[src/rtl/core/tlbpc_pkg.sv]
// Shared types and constants for the TLB lookup and page check core.
// Used by tlbpc_cell, tlbpc_chain and tlb_lookup_and_page_check_core.
`default_nettype none

package tlbpc_pkg;

  localparam int TlbEntries = 32;   // legal range 2..128
  localparam int PteW       = 25;   // entry bits 24:0 hold pfn and flags
  localparam int IdxW       = 5;

  localparam int FlagValid    = 0;
  localparam int FlagWritable = 1;
  localparam int FlagKernel   = 2;
  localparam int FlagGlobal   = 4;

  // configuration register indexes
  localparam logic CfgAsid   = 1'b0;
  localparam logic CfgPtBase = 1'b1;

  typedef enum logic [1:0] {
    KIND_XLATE = 2'd0,
    KIND_FILL  = 2'd1,
    KIND_CLEAR = 2'd2
  } kind_e;

  typedef enum logic [2:0] {
    STAT_OK       = 3'd0,
    STAT_MISS     = 3'd1,
    STAT_INVALID  = 3'd2,
    STAT_KERNEL   = 3'd3,
    STAT_WRPROT   = 3'd4
  } status_e;

  typedef enum logic {
    FSM_IDLE = 1'b0,
    FSM_WALK = 1'b1
  } fsm_e;

  typedef struct packed {
    logic [1:0]      kind;
    logic [31:0]     vaddr;
    logic            is_write;
    logic            user_mode;
    logic [31:0]     pc;
    logic [IdxW-1:0] entry_index;
    logic [63:0]     entry_value;
  } in_item_t;

  typedef struct packed {
    logic [2:0]  status;
    logic [31:0] phys_addr;
    logic [4:0]  pte_flags;
    logic [31:0] fault_addr;
    logic [31:0] fault_pc;
    logic        fault_is_write;
    logic [31:0] miss_tag;
    logic [31:0] pte_fetch_addr;
  } out_item_t;

  // Token moving down the row of cells.
  typedef struct packed {
    logic            active;
    logic            hit;
    logic [PteW-1:0] ent;
  } chain_t;

  typedef struct packed {
    logic            en;
    logic [IdxW-1:0] idx;
    logic [63:0]     value;
  } fill_t;

endpackage

`default_nettype wire

[src/rtl/core/tlbpc_cell.sv]
// One TLB slot: holds a 64-bit entry and compares it against the lookup tag
// as the token passes. Depends on tlbpc_pkg.
`default_nettype none

module tlbpc_cell (
  input  wire logic               clk_i,
  input  wire logic               rst_ni,
  input  wire logic               wr_en_i,
  input  wire logic [63:0]        wr_data_i,
  input  wire logic [31:0]        tag_i,
  input  wire tlbpc_pkg::chain_t  prev_i,
  output tlbpc_pkg::chain_t       next_o
);

  logic [63:0]                 entry_q;
  logic                        match;
  tlbpc_pkg::chain_t           next_d;
  logic                        active_q;
  logic                        hit_q;
  logic [tlbpc_pkg::PteW-1:0]  ent_q;

  always_ff @(posedge clk_i or negedge rst_ni) begin
    if (!rst_ni) begin
      entry_q <= '0;
    end else if (wr_en_i) begin
      entry_q <= wr_data_i;
    end
  end

  // global entries ignore the asid part of the tag
  always_comb begin
    if (entry_q[tlbpc_pkg::FlagGlobal]) begin
      match = (entry_q[51:32] == tag_i[19:0]);
    end else begin
      match = (entry_q[63:32] == tag_i);
    end
  end

  always_comb begin
    next_d = prev_i;
    if (prev_i.active && !prev_i.hit && match) begin
      next_d.hit = 1'b1;
      next_d.ent = entry_q[tlbpc_pkg::PteW-1:0];
    end
  end

  always_ff @(posedge clk_i or negedge rst_ni) begin
    if (!rst_ni) begin
      active_q <= 1'b0;
    end else begin
      active_q <= next_d.active;
    end
  end

  always_ff @(posedge clk_i) begin
    hit_q <= next_d.hit;
    ent_q <= next_d.ent;
  end

  assign next_o = {active_q, hit_q, ent_q};

endmodule

`default_nettype wire

[src/rtl/core/tlbpc_chain.sv]
// Row of TLB cells with fill decode; the lookup token walks one cell a cycle,
// lowest slot first. Depends on tlbpc_pkg and tlbpc_cell.
`default_nettype none

module tlbpc_chain (
  input  wire logic               clk_i,
  input  wire logic               rst_ni,
  input  wire tlbpc_pkg::fill_t   fill_i,
  input  wire logic [31:0]        tag_i,
  input  wire tlbpc_pkg::chain_t  head_i,
  output tlbpc_pkg::chain_t       tail_o
);

  localparam int N = tlbpc_pkg::TlbEntries;

  tlbpc_pkg::chain_t link [N+1];
  logic [N-1:0]      act_vec;
  logic [31:0]       idx_ext;

  assign idx_ext = 32'(fill_i.idx);
  assign link[0] = head_i;

  for (genvar i = 0; i < N; i++) begin : g_cell
    logic wr_en;
    // slots beyond the index range are never written
    assign wr_en      = fill_i.en && (idx_ext == 32'(i));
    assign act_vec[i] = link[i+1].active;

    tlbpc_cell u_cell (
      .clk_i     (clk_i),
      .rst_ni    (rst_ni),
      .wr_en_i   (wr_en),
      .wr_data_i (fill_i.value),
      .tag_i     (tag_i),
      .prev_i    (link[i]),
      .next_o    (link[i+1])
    );
  end

  assign tail_o = link[N];

  // only one lookup in flight
  a_one_token: assert property (@(posedge clk_i) disable iff (!rst_ni)
    $onehot0(act_vec))
    else $error("more than one token in the cell row");

endmodule

`default_nettype wire

[src/rtl/core/tlb_lookup_and_page_check_core.sv]
// Top level of the fully associative, software-refilled data TLB.
// Depends on tlbpc_pkg and tlbpc_chain.
//
// Usage:
//   An item is taken at a clock edge with start high and busy low. Kind 0
//   translates item_i.vaddr, kind 1 fills slot entry_index, kind 2 clears
//   the miss-pending flag, kind 3 does nothing.
//   Each item gives one result on result_o, marked by done_o for one cycle.
//   The receiver cannot stall; a result is simply presented once.
//   Fill, clear and kind 3: result in the cycle after acceptance, busy stays
//   low, so these items can be taken every cycle.
//   Translate: the lookup token walks the row of TLB_ENTRIES cells, one
//   cell per cycle, lowest slot first. busy stays high while the token
//   walks and falls as done_o is shown; the next item can be taken in the
//   cycle that done_o is shown, not before the walk of the last item ends.
//   Configuration (asid, page_table_base) is written through cfg_we_i with
//   no wait; the user must write it only while the block is idle, and the
//   block itself does not enforce this. Reset clears all entries, the miss
//   state and the configuration registers.
`default_nettype none

module tlb_lookup_and_page_check_core (
  input  wire logic                  clk_i,
  input  wire logic                  rst_ni,
  input  wire logic                  start,
  output logic                       busy,
  input  wire tlbpc_pkg::in_item_t   item_i,
  output logic                       done_o,
  output tlbpc_pkg::out_item_t       result_o,
  input  wire logic                  cfg_we_i,
  input  wire logic                  cfg_idx_i,
  input  wire logic [11:0]           cfg_wdata_i
);

  tlbpc_pkg::fsm_e      state_q, state_d;
  logic                 launch_q, launch_d;
  logic                 accept;

  logic [11:0]          asid_q;
  logic [9:0]           ptb_q;

  logic                 pending_q, pending_d;
  logic [31:0]          saved_addr_q, saved_addr_d;
  logic [31:0]          saved_pc_q, saved_pc_d;
  logic                 last_wr_q, last_wr_d;
  logic [31:0]          rtag_q, rtag_d;

  // request held during the walk
  logic [31:0]          tag_q;
  logic [31:0]          vaddr_q;
  logic [31:0]          pc_q;
  logic                 wr_q;
  logic                 user_q;

  logic                 done_d;
  tlbpc_pkg::out_item_t res_q, res_d;

  tlbpc_pkg::fill_t     fill;
  tlbpc_pkg::chain_t    head, tail;

  assign busy   = (state_q == tlbpc_pkg::FSM_WALK);
  assign accept = start && !busy;

  assign fill.en    = accept && (item_i.kind == tlbpc_pkg::KIND_FILL);
  assign fill.idx   = item_i.entry_index;
  assign fill.value = item_i.entry_value;

  assign head.active = launch_q;
  assign head.hit    = 1'b0;
  assign head.ent    = '0;

  tlbpc_chain u_chain (
    .clk_i  (clk_i),
    .rst_ni (rst_ni),
    .fill_i (fill),
    .tag_i  (tag_q),
    .head_i (head),
    .tail_o (tail)
  );

  always_ff @(posedge clk_i or negedge rst_ni) begin
    if (!rst_ni) begin
      asid_q <= '0;
      ptb_q  <= '0;
    end else if (cfg_we_i) begin
      case (cfg_idx_i)
        tlbpc_pkg::CfgAsid:   asid_q <= cfg_wdata_i;
        tlbpc_pkg::CfgPtBase: ptb_q  <= cfg_wdata_i[9:0];
        default: ;
      endcase
    end
  end

  always_ff @(posedge clk_i) begin
    if (accept && (item_i.kind == tlbpc_pkg::KIND_XLATE)) begin
      tag_q   <= {asid_q, item_i.vaddr[31:12]};
      vaddr_q <= item_i.vaddr;
      pc_q    <= item_i.pc;
      wr_q    <= item_i.is_write;
      user_q  <= item_i.user_mode;
    end
  end

  always_comb begin
    state_d      = state_q;
    launch_d     = 1'b0;
    done_d       = 1'b0;
    pending_d    = pending_q;
    saved_addr_d = saved_addr_q;
    saved_pc_d   = saved_pc_q;
    last_wr_d    = last_wr_q;
    rtag_d       = rtag_q;
    res_d        = '0;

    case (state_q)
      tlbpc_pkg::FSM_IDLE: begin
        if (accept) begin
          case (item_i.kind)
            tlbpc_pkg::KIND_XLATE: begin
              state_d  = tlbpc_pkg::FSM_WALK;
              launch_d = 1'b1;
            end
            tlbpc_pkg::KIND_CLEAR: begin
              pending_d = 1'b0;
              done_d    = 1'b1;
            end
            default: begin
              done_d = 1'b1;
            end
          endcase
        end
      end
      tlbpc_pkg::FSM_WALK: begin
        if (tail.active) begin
          state_d = tlbpc_pkg::FSM_IDLE;
          done_d  = 1'b1;
          res_d.fault_addr     = vaddr_q;
          res_d.fault_pc       = pc_q;
          res_d.fault_is_write = wr_q;
          if (!tail.hit) begin
            res_d.status = tlbpc_pkg::STAT_MISS;
            rtag_d       = tag_q;
            last_wr_d    = wr_q;
            if (!pending_q) begin
              saved_addr_d = vaddr_q;
              saved_pc_d   = pc_q;
              pending_d    = 1'b1;
            end
          end else begin
            res_d.pte_flags = tail.ent[4:0];
            if (!tail.ent[tlbpc_pkg::FlagValid]) begin
              res_d.status = tlbpc_pkg::STAT_INVALID;
              // an invalid page reports the first pending miss, if any, with the write flag of the last miss
              if (pending_q) begin
                res_d.fault_addr     = saved_addr_q;
                res_d.fault_pc       = saved_pc_q;
                res_d.fault_is_write = last_wr_q;
                pending_d            = 1'b0;
              end
            end else if (tail.ent[tlbpc_pkg::FlagKernel] && user_q) begin
              res_d.status = tlbpc_pkg::STAT_KERNEL;
            end else if (wr_q && !tail.ent[tlbpc_pkg::FlagWritable]) begin
              res_d.status = tlbpc_pkg::STAT_WRPROT;
            end else begin
              res_d.status         = tlbpc_pkg::STAT_OK;
              res_d.phys_addr      = {tail.ent[24:5], vaddr_q[11:0]};
              res_d.fault_addr     = '0;
              res_d.fault_pc       = '0;
              res_d.fault_is_write = 1'b0;
            end
          end
        end
      end
      default: begin
        state_d = tlbpc_pkg::FSM_IDLE;
      end
    endcase

    res_d.miss_tag       = rtag_d;
    res_d.pte_fetch_addr = {ptb_q, rtag_d[19:0], 2'b00};
  end

  always_ff @(posedge clk_i or negedge rst_ni) begin
    if (!rst_ni) begin
      state_q      <= tlbpc_pkg::FSM_IDLE;
      launch_q     <= 1'b0;
      done_o       <= 1'b0;
      pending_q    <= 1'b0;
      saved_addr_q <= '0;
      saved_pc_q   <= '0;
      last_wr_q    <= 1'b0;
      rtag_q       <= '0;
    end else begin
      state_q      <= state_d;
      launch_q     <= launch_d;
      done_o       <= done_d;
      pending_q    <= pending_d;
      saved_addr_q <= saved_addr_d;
      saved_pc_q   <= saved_pc_d;
      last_wr_q    <= last_wr_d;
      rtag_q       <= rtag_d;
    end
  end

  always_ff @(posedge clk_i) begin
    res_q <= res_d;
  end

  assign result_o = res_q;

  a_walk_ends_done: assert property (@(posedge clk_i) disable iff (!rst_ni)
    $fell(busy) |-> done_o)
    else $error("walk ended without a result");

  a_xlate_goes_busy: assert property (@(posedge clk_i) disable iff (!rst_ni)
    (start && !busy && (item_i.kind == tlbpc_pkg::KIND_XLATE)) |=> (busy && launch_q))
    else $error("translate item did not start a walk");

  a_tail_in_walk: assert property (@(posedge clk_i) disable iff (!rst_ni)
    tail.active |-> busy)
    else $error("token left the cell row while idle");

  a_launch_busy: assert property (@(posedge clk_i) disable iff (!rst_ni)
    launch_q |-> (busy && !tail.active))
    else $error("token launched outside a walk");

endmodule

`default_nettype wire

[config.mk]
export PLATFORM = sky130hd
export DESIGN_NAME = tlb_lookup_and_page_check_core
export DESIGN_NICKNAME = d
export VERILOG_FILES = /design/src/rtl/core/tlbpc_pkg.sv /design/src/rtl/core/tlbpc_cell.sv /design/src/rtl/core/tlbpc_chain.sv /design/src/rtl/core/tlb_lookup_and_page_check_core.sv
export SDC_FILE = /design/constraint.sdc
export NUM_CORES = 2
export LEC_CHECK = 0
export BUFFER_PORTS_ARGS = -buffer_cell sky130_fd_sc_hd__clkbuf_2
export CORE_UTILIZATION = 67
export DETAILED_ROUTE_END_ITERATION = 7
export GPL_TIMING_DRIVEN = 0
export PLACE_DENSITY = 0.9
export REMOVE_ABC_BUFFERS = 1
export SYNTH_ARGS = -nofsm -noshare
export SYNTH_HDL_FRONTEND = slang
export SYNTH_SLANG_ARGS = --single-unit
[constraint.sdc]
create_clock -name clk_i -period 11.4 [get_ports clk_i]
set_clock_uncertainty 0.05 [all_clocks]
set_input_delay 2.28 -clock clk_i [delete_from_list [all_inputs] [get_ports clk_i]]
set_output_delay 2.28 -clock clk_i [all_outputs]
set_load 0.05 [all_outputs]
Word level (Yosys, flattened, before mapping)
Cells that the tools add are included.
{ "classes": {"addsub": 0, "mul": 0, "n_div": 0, "magnitude_cmp": 0, "n_eq_ne": 101, "n_shift": 0, "mux": 91, "bitwise_logic": 6, "reduce_logical": 144} }
{ "ops": {"columns": ["operator", "n"], "rows": [
  ["equality test 32 bit", 32],
  ["two-way mux 25 bit", 31],
  ["equality test 20 bit", 32],
  ["two-way mux 65 bit", 5],
  ["logical AND 1 bit", 100],
  ["two-way mux 32 bit", 3],
  ["equality test 5 bit, second input constant", 16],
  ["two-way mux 1 bit", 45],
  ["equality test 5 x 4 -> 1 bit, second input constant", 8],
  ["zero test 1 bit", 33],
  ["zero test 32 bit", 1],
  ["two-way mux 26 bit", 1],
  ["equality test 5 x 3 -> 1 bit, second input constant", 4],
  ["equality test 5 x 2 -> 1 bit, second input constant", 2],
  ["AND reduction 4 bit", 2],
  ["inverter 1 bit", 6],
  ["case mux 1 bit (2 select lines)", 3],
  ["AND reduction 2 bit", 3],
  ["AND reduction 3 bit", 2],
  ["OR reduction 6 bit", 1],
  ["equality test 5 x 1 -> 1 bit, second input constant", 1],
  ["OR reduction 5 bit", 1],
  ["two-way mux 2 bit", 2],
  ["inequality test 2 x 1 -> 1 bit, second input constant", 2],
  ["other kinds (6)", 6]
]} }
{ "word_totals": {"regBits": 3300, "latch_bits": 0, "mem_bits_rw": 0, "romBits": 0, "n_memories": 0} }

Depth between registers and ports, before layout
{ "logic_depth": {"depth_word": 6, "mapped_depth": 8, "ltp_nobuf": 5} }

By module
Synthesis repeated with hierarchy kept, for this count alone.
{ "unflattened": {"hier_cells": 8067, "hier_area_um2": 118582.5} }
{ "modules_own_cells": {"columns": ["mod", "instances", "cells_per_inst", "area_per_inst_um2", "seq_area_each_um2"], "rows": [
  ["tlbpc_cell", 32, 226, 3342.0, 1971.9],
  ["tlb_lookup_and_page_check_core", 1, 788, 11405.9, 8363.0],
  ["tlbpc_chain", 1, 47, 234.0, 0.0]
]} }

Worst setup path after synthesis
OpenSTA, ideal clock, no wires.
{ "synth_timing": {"path_type": "in2reg", "startpoint": "input item_i[136] (netlist name)", "endpoint": "register pc_q[0] (enable)", "arrival_ns": 5.783, "setup_slack_ns": 5.051, "cell_stages": 3, "cell_sequence": "nor2_1 > nand2_1 > nor2_1"} }
{ "synth_via": {"elab_chain_cells": 2} }
{ "synth_rtl": {"columns": ["element", "line", "source"], "rows": [
  ["from (decl)", "tlb_lookup_and_page_check_core.sv:27", "input wire tlbpc_pkg::in_item_t item_i,"],
  ["zero test 2 bit", "tlb_lookup_and_page_check_core.sv:95", "if (accept && (item_i.kind == tlbpc_pkg::KIND_XLATE)) begin"],
  ["logical AND 1 bit", "tlb_lookup_and_page_check_core.sv:95", null],
  ["to (signal assigned)", "tlb_lookup_and_page_check_core.sv:98", "pc_q <= item_i.pc;"],
  ["to (decl)", "tlb_lookup_and_page_check_core.sv:51", "logic [31:0] pc_q;"]
]} }
No other way between the ends.
A chain may end at the register's enable or synchronous reset.

==> impl_metrics.tcl <==
set metrics [dict create \
    status "finished, violations left" \
    die_w_um 424.4 \
    drt_iter0_markers 6174 \
    coreArea_mm2 0.1767 \
    max_freq_mhz 193.3 \
    use_met1_pct 43.36 \
    htree_num_levels 5 \
    ios 325 \
    synth_area_leader_cell "dfrtp_1" \
    violations "capacitance limit, slew limit" \
    grt_pass1_vias 77526 \
    cts_tree "yes" \
    dieArea_mm2 0.1801 \
    cp-start-kind "input pin" \
    grt_max_degree 116 \
    fin_nets 8662 \
    hp-class "register to register" \
    ir_drop_mv 0.1675 \
    rsz0062_at_grt "no" \
    avgSynthCellArea_um2 14.45 \
    min_period_over_period_pct 45.38 \
    cts_setup_buffers 0 \
    maxCapViolCount 4 \
    drive_gt1_share_pct 41.33 \
    cts_buffers 302 \
    antenna_found_initial 5 \
    fin_setup_tns_ns 0 \
    flow.area_growth_from_synthesis_pct 13.45 \
    finalHoldViolations 0 \
    numPortBuffers 315 \
    synth_area_mm2 0.1195 \
    row_count 154 \
    routabilityCongestion 0.8078 \
    synth-seq-cells 3036 \
    grt_overflow_total 0 \
    wirelength_mm 321.1 \
    ys_async_sr_fraction_pct 65.18 \
    grt_pass1_wl_mm 483.1 \
    clock_sinks 3036 \
    die_height_um 424.4 \
    grt_util_met2_pct 59.08 \
    drv_slew 106 \
    tightest_slew_ns 1.568 \
    yosysSeqAreaShare_pct 59.78 \
    synth.area.top_cells "dfrtp_1, mux2_2, dfxtp_1" \
    critPathArrivalTime_ns 6.16 \
    grtUsageMet3_pct 6.885 \
    wire_per_inst_um 28.98 \
    synthDistinctLibCells 38 \
    power-per-cell-area_mw_per_mm2 171.0 \
    p_leak_uw 0.06623 \
    dp_hpwl_mm 186.9 \
    syn_inst 8272 \
    synth.most_common_cell "mux2_2" \
    vias_per_cell 6.376 \
    clk_pin_slew_worst_paths_ns 0.07 \
    cts_hold_buf 0 \
    start_util_pct 67.65 \
    groute.usage.overall_pct 35.65 \
    max_slew_margin_pct -4.543 \
    synth.top_cell.area_share_pct 41.43 \
    placed_cells 10544 \
    crit_type "input pin to asynchronous set/reset pin" \
    synth_common_cells "mux2_2, dfrtp_1, xor2_1, dfxtp_1, clkbuf_1" \
    drt_pass1_iterations 6 \
    cts_buffer_depth 4 \
    endpoint_kind "asynchronous set/reset pin" \
    insertion_delay_ns 0.94 \
    setup_viol 0 \
    critPathRequiredTime_ns 12.38 \
    drc 0 \
    synth-edff-count 78 \
    cts-root-buf "clkbuf_16" \
    final_cells 11079 \
    busiest_layer "met2" \
    ys_warn_count 0 \
    min_period_ns 5.174 \
    synth_ff_type "dfrtp_1" \
    cts-resized-gates 0 \
    cp_max_fo 115 \
    antenna_left 0 \
    vias 70644 \
]
-- layout make-up --
class                           count  area [um2]
Antenna cell                        4       10.01
Timing Repair Buffer              546        6688
Clock buffer                      441        8691
Multi-Input combinational cell   4587       44770
Sequential cell                  3036       71460
Inverter                           35       131.4
Fill cell                        8925       41070
Tap cell                         2340        2928
Clock inverter                     90       942.2
-- cell usage in the layout (no fill, tap or decap), types with 6 or more instances in the layout --
master,instances
a21oi_1,67
buf_8,49
nor3_2,6
dfrtp_1,1979
edfxtp_1,78
inv_1,35
nand2_4,12
nor3_1,34
or3_1,31
nor2_1,39
xor2_1,1023
mux2_2,2524
dfxtp_1,979
nand3_1,35
nor4_1,225
clkinv_2,58
or2_2,31
mux2_1,162
nand2_1,170
clkbuf_2,314
nor2_4,14
buf_12,31
clkbuf_8,43
a22o_1,31
buf_16,126
and2_1,57
buf_6,24
a211oi_4,31
nand4_1,33
clkbuf_16,311
clkbuf_1,88
bufinv_16,18
nor3b_1,31
-- report_power, final --
| part | internal, uW | switching, uW |
|---|---|---|
| registers | 11300 | 382 |
| clock network | 5700 | 4140 |
| logic | 649 | 1020 |
| total | 17600 | 5540 |
-- flip-flops by register name, summed over array words and instances (netlist names), 10 cells and up --
register / flops
pc_q: 32
ptb_q: 10
rtag_q: 32
u_chain.g_cell.u_cell.entry_q: 1824
u_chain.g_cell.u_cell.active_q: 32
asid_q: 12
saved_addr_q: 32
tag_q: 32
saved_pc_q: 32
u_chain.g_cell.u_cell.hit_q: 32
vaddr_q: 12
u_chain.g_cell.u_cell.ent_q: 800
result_o: 147
-- logic make-up (layout without fill, tap and decap cells) --
logic type | count (synthesis) | count (layout) | synth area share [%]
other cells | 1 | 6 | 0.003137
simple gates | 738 | 738 | 3.328
buf+inv | 650 | 1112 | 3.014
compound gates | 137 | 137 | 1.066
xor+xnor | 1024 | 1024 | 7.503
flops | 3036 | 3036 | 59.78
mux | 2686 | 2686 | 25.30
-- worst paths after layout --
kind                                                   endpoint  slack [ns]        from  depth (start not counted)
setup / recovery           u_chain.g_cell[6].u_cell.entry_q[12]        6.23      rst_ni                          7
hold / removal                                     result_o[31]        0.31    ptb_q[9]                          0
setup reg to reg            u_chain.g_cell[22].u_cell.ent_q[11]        7.20   tag_q[31]                          9
hold reg to reg                                    result_o[31]        0.31    ptb_q[9]                          0
max in group clk_i         u_chain.g_cell[8].u_cell.entry_q[36]        6.34  item_i[67]                          8
min in group asynchronous                            rtag_q[20]        1.41      rst_ni                          1
-- worst max-delay path, cell delays in order --
cell and delay (ns):
clkbuf_8 0.61, buf_16 0.45, buf_16 0.47, buf_16 0.46
buf_16 0.44, buf_16 0.40, buf_16 0.45
-- per-layer routing --
metal,part of all wire [%],routed length (um)
met3,7.5,24070
met1,37,118800
met2,49,156800
met4,6.7,21490
met5,0,0
-- per-stage QoR --
step / area (um2) / power [uW] / utilization (%) / hold slack [ns] / setup slack, ns
2_1_floorplan: 116100 / 12680 / - / 0.2920 / 3.988
3_3_place_gp: 120600 / 13270 / 68.24 / 0.2951 / -41.12
3_5_place_dp: 126000 / 13450 / 71.30 / 0.3041 / 5.149
4_1_cts: 135600 / 23220 / 76.75 / 0.3167 / 6.121
5_1_grt: 135600 / 23800 / 76.75 / 0.3325 / 5.671
6_report: 135600 / 23190 / 76.75 / 0.3138 / 6.226
Note: power is estimated with default switching activity, not from simulation.
